### config.mk
export PLATFORM = sky130hd
export DESIGN_NAME = bsa_ctrl
export DESIGN_NICKNAME = d
export VERILOG_FILES = /design/src/design/bsa_pkg.sv /design/src/design/bsa_ctrl.sv
export SDC_FILE = /design/constraint.sdc
export NUM_CORES = 1
export LEC_CHECK = 0
export ABC_AREA = 0
export BUFFER_PORTS_ARGS = -buffer_cell sky130_fd_sc_hd__buf_2
export CAP_MARGIN = 15
export CORE_AREA = 2 2 39 41
export CTS_CLUSTER_SIZE = 40
export DETAILED_ROUTE_END_ITERATION = 8
export DIE_AREA = 0 0 41 43
export PLACE_DENSITY_LB_ADDON = 0.1
export REMOVE_ABC_BUFFERS = 1
export SYNTH_ARGS = -nofsm -noshare
export SYNTH_HDL_FRONTEND = slang
export SYNTH_SLANG_ARGS = --single-unit
export TNS_END_PERCENT = 5
### constraint.sdc
create_clock -name i_clk -period 3.87 [get_ports i_clk]
set_clock_uncertainty 0.1 [all_clocks]
set_input_delay 0.774 -clock i_clk [delete_from_list [all_inputs] [get_ports i_clk]]
set_output_delay 0.774 -clock i_clk [all_outputs]
set_load 0.01 [all_outputs]
### src/design/bsa_pkg.sv
package bsa_pkg;

    localparam int MAX_WIDTH   = 256;
    localparam int MAX_HEIGHT  = 256;
    localparam int CHANNELS    = 4;
    localparam int STORE_WORDS = MAX_WIDTH * MAX_HEIGHT * CHANNELS;
    localparam int ADDR_W      = $clog2(STORE_WORDS);
    localparam int COL_W       = $clog2(MAX_WIDTH);
    localparam int ROW_W       = $clog2(MAX_HEIGHT);
    localparam int DIM_W       = 13;
    localparam int CFG_IDX_W   = 2;
    localparam int CFG_DATA_W  = 9;

    typedef enum logic {
        OP_SPLAT = 1'b0,
        OP_READ  = 1'b1
    } t_op;

    typedef enum logic [CFG_IDX_W-1:0] {
        REG_IMAGE_WIDTH  = 2'd0,
        REG_IMAGE_HEIGHT = 2'd1
    } t_reg_idx;

    typedef enum logic [2:0] {
        ST_CLEAR,
        ST_IDLE,
        ST_READ,
        ST_READ_WAIT,
        ST_SPLAT,
        ST_DRAIN
    } t_state;

    typedef struct packed {
        logic       load;
        logic       clear;
        logic       corner_vld;
        logic [1:0] corner;
        logic       rd_item;
        logic       out_load;
    } t_cmd;

    typedef struct packed {
        logic clear_last;
        logic out_free;
    } t_sts;

    function automatic logic [ADDR_W-1:0] word_addr(
        input logic [ROW_W-1:0] row,
        input logic [COL_W-1:0] col,
        input logic [1:0]       ch
    );
        logic [ADDR_W-1:0] pix;
        pix = ADDR_W'(row) * ADDR_W'(MAX_WIDTH) + ADDR_W'(col);
        return pix * ADDR_W'(CHANNELS) + ADDR_W'(ch);
    endfunction

endpackage

### src/design/bsa_ctrl.sv
module bsa_ctrl (
    input  logic          i_clk,
    input  logic          i_rst_n,
    input  logic          i_in_valid,
    input  logic          i_opcode,
    input  bsa_pkg::t_sts i_sts,
    output logic          o_in_stall,
    output bsa_pkg::t_cmd o_cmd
);

    bsa_pkg::t_state r_state, n_state;
    logic [1:0]      r_cnt, n_cnt;

    always_ff @(posedge i_clk) begin
        if (!i_rst_n) begin
            r_state <= bsa_pkg::ST_CLEAR;
            r_cnt   <= 2'd0;
        end else begin
            r_state <= n_state;
            r_cnt   <= n_cnt;
        end
    end

    always_comb begin
        n_state = r_state;
        n_cnt   = r_cnt;
        case (r_state)
            bsa_pkg::ST_CLEAR: begin
                if (i_sts.clear_last) begin
                    n_state = bsa_pkg::ST_IDLE;
                end
            end
            bsa_pkg::ST_IDLE: begin
                n_cnt = 2'd0;
                if (i_in_valid && i_sts.out_free) begin
                    if (i_opcode == bsa_pkg::OP_READ) begin
                        n_state = bsa_pkg::ST_READ;
                    end else begin
                        n_state = bsa_pkg::ST_SPLAT;
                    end
                end
            end
            bsa_pkg::ST_READ: begin
                n_state = bsa_pkg::ST_READ_WAIT;
            end
            bsa_pkg::ST_READ_WAIT: begin
                n_state = bsa_pkg::ST_IDLE;
            end
            bsa_pkg::ST_SPLAT: begin
                n_cnt = r_cnt + 2'd1;
                if (r_cnt == 2'd3) begin
                    n_state = bsa_pkg::ST_DRAIN;
                    n_cnt   = 2'd0;
                end
            end
            bsa_pkg::ST_DRAIN: begin
                n_cnt = r_cnt + 2'd1;
                if (r_cnt == 2'd2) begin
                    n_state = bsa_pkg::ST_IDLE;
                    n_cnt   = 2'd0;
                end
            end
            default: begin
                n_state = bsa_pkg::ST_IDLE;
                n_cnt   = 2'd0;
            end
        endcase
    end

    always_comb begin
        o_in_stall       = !((r_state == bsa_pkg::ST_IDLE) && i_sts.out_free);
        o_cmd            = '0;
        o_cmd.load       = (r_state == bsa_pkg::ST_IDLE) && i_sts.out_free && i_in_valid;
        o_cmd.clear      = (r_state == bsa_pkg::ST_CLEAR);
        o_cmd.corner_vld = (r_state == bsa_pkg::ST_SPLAT);
        o_cmd.corner     = r_cnt;
        o_cmd.rd_item    = (r_state == bsa_pkg::ST_READ);
        o_cmd.out_load   = (r_state == bsa_pkg::ST_READ_WAIT);
    end

endmodule

* Yosys cells after proc, flatten, opt, wreduce, memory -nomap -nowiden
Index checks and enable logic that the tools add are counted.
** Word-level totals
- ROM bits :: 0
- Latch bits :: 0
- Output and inout port bits :: 8
- Bits in writable memories :: 0
- Bits of input ports :: 6
- Memories :: 0
- Word-level logic and storage cells :: 30
- Flip-flop bits (word level) :: 5
** Cells by class
- Multiplexer cells :: 9
- Magnitude comparators :: 0
- Equality and inequality tests :: 11
- $add $sub $neg :: 1
- Reduce and logical (&&, ||, !) cells :: 7
- Shift-type cells :: 0
- Multipliers :: 0
- Divide/modulo/power cells :: 0
- Bitwise logic cells :: 0
** Operators by type and width (count)
- $mux 3 :: 5
- $pmux 3 s5 :: 1
- $eq 3x2->1 const B :: 2
- $eq 3x3->1 const B :: 2
- $ne 2x2->1 const B :: 3
- $pmux 2 s3 :: 1
- $eq 2x2->1 const B :: 2
- $mux 2 :: 2
- $reduce_and 4->1 :: 1
- $eq 3x1->1 const B :: 1
- $logic_and 1x1->1 :: 3
- $logic_not 3->1 :: 1
- $reduce_or 3->1 :: 1
- $add 2x1->2 const B :: 1
- $ne 2x1->1 const B :: 1
- $logic_not 1->1 :: 1

* Logic depth before layout (Yosys ltp)
- Depth after elaboration :: 3
- Gate-level depth with buffers :: 5
- Depth with buffers taken out :: 5

* Worst setup path before layout
No wires, ideal clock.
- Kind :: input to output
- Start :: input i_in_valid
- End :: output o_cmd[6] in the netlist's numbering
- Setup slack :: 1.824 ns
- Cell stages on the path :: 2
- Data required time :: 2.996 ns
- Buffers on the path :: 0
- Arrival :: 1.172 ns
- Path through :: nand3_1 nor3_1
** RTL lines
- from (decl) :: RTL line bsa_ctrl.sv:4 : input logic i_in_valid,
- to (decl) :: RTL line bsa_ctrl.sv:8 : output bsa_pkg::t_cmd o_cmd

==> run metrics <==
outcome finished clean; critical-path cell list nand3_1 -> nor3_1 -> buf_2; prevailing post-synth register cell dfxtp_1; Register-to-Register Setup Slack 2.46 ns; Final Max Tran Viols 0; count of final hold-check violations 0; average detailed-routed wire length per instance 10.4 um; Starting Density 0.276; end point of the most critical hold path r_cnt[0]; R2R cell count 3; remaining global-route overflow 0; number of synthesized register bits 5; leak pwr 0.209 nW; total negative setup slack 0 ns; Routed Antenna Nets 0; Worst Min Path Start r_cnt[0]; final HPWL from detailed placement 551 um; width of the chip 41 um; Syn Std Cell Area 382 um2; element type at the critical path start register; P per Cell Area 293 nW/um2; final antenna diode count 0; Min-Delay Path Class reg2reg; final net count 66; top cell type's share of synthesized area 0.262; number of core rows 14; most frequent standard cell in the layout excluding fill and tap cells buf_2; TritonCTS Buffers 3; sink count of the clock tree 5; slew margin rel. 0.685; worst setup slack after layout 1.61 ns; largest net degree at the start of global routing 15; reported max-cap violation count 0; root cell of the clock tree clkbuf_4; Synth-to-Final Area Change 20.7%; maximum clock insertion buffer count 2; cell taking the most area after synthesis dfxtp_1; GR Util All Layers 0.101; setup violators final 0; last weighted congestion value of the routability-driven placer 0.688; worst slew pin tran 0.472 ns; number of vias after detailed routing 330; Worst R2R Start r_state[2]; leading cell types in the layout, fill and taps excluded buf_2, dfxtp_1, ha_1; maximum clock frequency 443 MHz; total die area 1760 um2; count of flip-flops with a built-in enable after synthesis 0; detail-routed via count per cell 4.65; buffer count from post-CTS setup fixing 0; CTS HTree Levels 1; routed wire length 738 um; synthesized instance count 41; number of DRC markers in iteration 0 9; Data arrival, critical path 1.39 ns; count of cells resized by post-cts repair 0; clock tree from TritonCTS yes; clock slew at reported path FFs 0.04 ns; overall die height 43 um; mean area per synthesized cell 9.31 um2; wire length of the first global-routing pass 1170 um; clk_lat worst skew 0.24 ns; vias in the first global route 289; IR drop worst, VDD 0.000142 V; port bufs 13; antenna violations before repair 0; dominant cells by area after synthesis dfxtp_1, ha_1, buf_12, o32ai_1, nand3_1; Post-synth ARST share 0; capturing point of the worst reg2reg path r_state[0]; CP max FO 14; Final min period 2.26 ns; Yosys warning count 0; slowest stage cell, crit path dfxtp_1; path type of the worst setup path reg2out; count of unresolved DRC violations after routing 0; Setup crit end kind output port; total I/O pin count 14; final critical-path share of the clock period 0.584; longest individual stage delay on the worst path 0.60 ns; synth unique cells 26; unrepaired setup endpoints after global routing no; layout cell share with drive strength beyond 1 0.345; worst hold path cell count 2; share of the yosys chip area belonging to registers 0.262; number of hold-repair buffers added at the cts stage 0; standard cell core area 1380 um2; required time at the endpoint of the critical path 3.00 ns; Setup WS pre-CTS 1.65 ns; detailed-router iteration count before antenna repair 2; origin of the worst setup path r_state[0]
## metal layers
| metal | up-vias | GRT usage | share of wire |
|---|---|---|---|
| li1 | 177 | - | - |
| met1 | 137 | 0.141 | 0.52 |
| met2 | 14 | 0.122 | 0.39 |
| met3 | 2 | 0.0314 | 0.070 |
| met4 | 0 | 0.0800 | 0.016 |
| met5 | - | 0 | 0 |
## flip-flops by register name, summed over array words and instances (netlist names)
| name | flops |
|---|---|
| r_cnt | 2 |
| r_state | 3 |
## critical path: cells and delay by family, from the launching register on
family / cells / cell delay, ns
buffers and inverters: 1 / 0.17
and+or+nand+nor: 2 / 0.37
DFF: 1 / 0.60
## logic make-up (layout without fill, tap and decap cells)
logic type | Yosys count | count (layout) | share of synthesized area
adder cells (fa/ha/maj) | 4 | 4 | 0.131
buffers and inverters | 5 | 19 | 0.105
AO/OA/AOI/OAI | 5 | 5 | 0.0984
AND/OR/NAND/NOR | 19 | 19 | 0.308
flip-flops | 5 | 5 | 0.262
multiplexers | 3 | 3 | 0.0951
## synthesized netlist by cell type, types with 2 or more instances
master   count
nor3_1       3
nor2_1       3
nand3_1      3
ha_1         4
o32ai_1      2
inv_1        2
dfxtp_1      5
## final cells by class
cell class	count	area [um2]
inverters	2	7.51
well taps	16	20.0
repair buffers	13	65.1
fillers	155	923
multi-input cells	31	241
flip-flops and latches	5	100
clock buffers	4	26.3
## report_power, final
part	leakage [nW]	internal, W	switching (W)
logic	0.153	0.00000942	0.00000794
clock network	0.0150	0.0000389	0.0000197
registers	0.0407	0.0000535	0.00000565
## worst max path at each step
stage               end  slack (ns)  cells past startpoint
4_1_cts        o_cmd[6]        1.58                      3
3_5_place_dp   o_cmd[6]        1.65                      4
5_1_grt        o_cmd[6]        1.45                      3
2_1_floorplan  o_cmd[6]        1.81                      2
6_report       o_cmd[6]        1.61                      3
3_3_place_gp   o_cmd[6]        1.66                      4
## per-stage QoR
step	instance area [um2]	power [W]	cells	hold WS (ns)	util
2_1_floorplan	349	0.0000687	38	0.444	-
3_5_place_dp	434	0.0000779	67	0.436	0.314
4_1_cts	460	0.000138	71	0.441	0.333
3_3_place_gp	434	0.0000779	67	0.445	0.314
5_1_grt	460	0.000145	71	0.487	0.333
6_report	460	0.000135	71	0.438	0.333
Power figures use the tool's default switching activity.
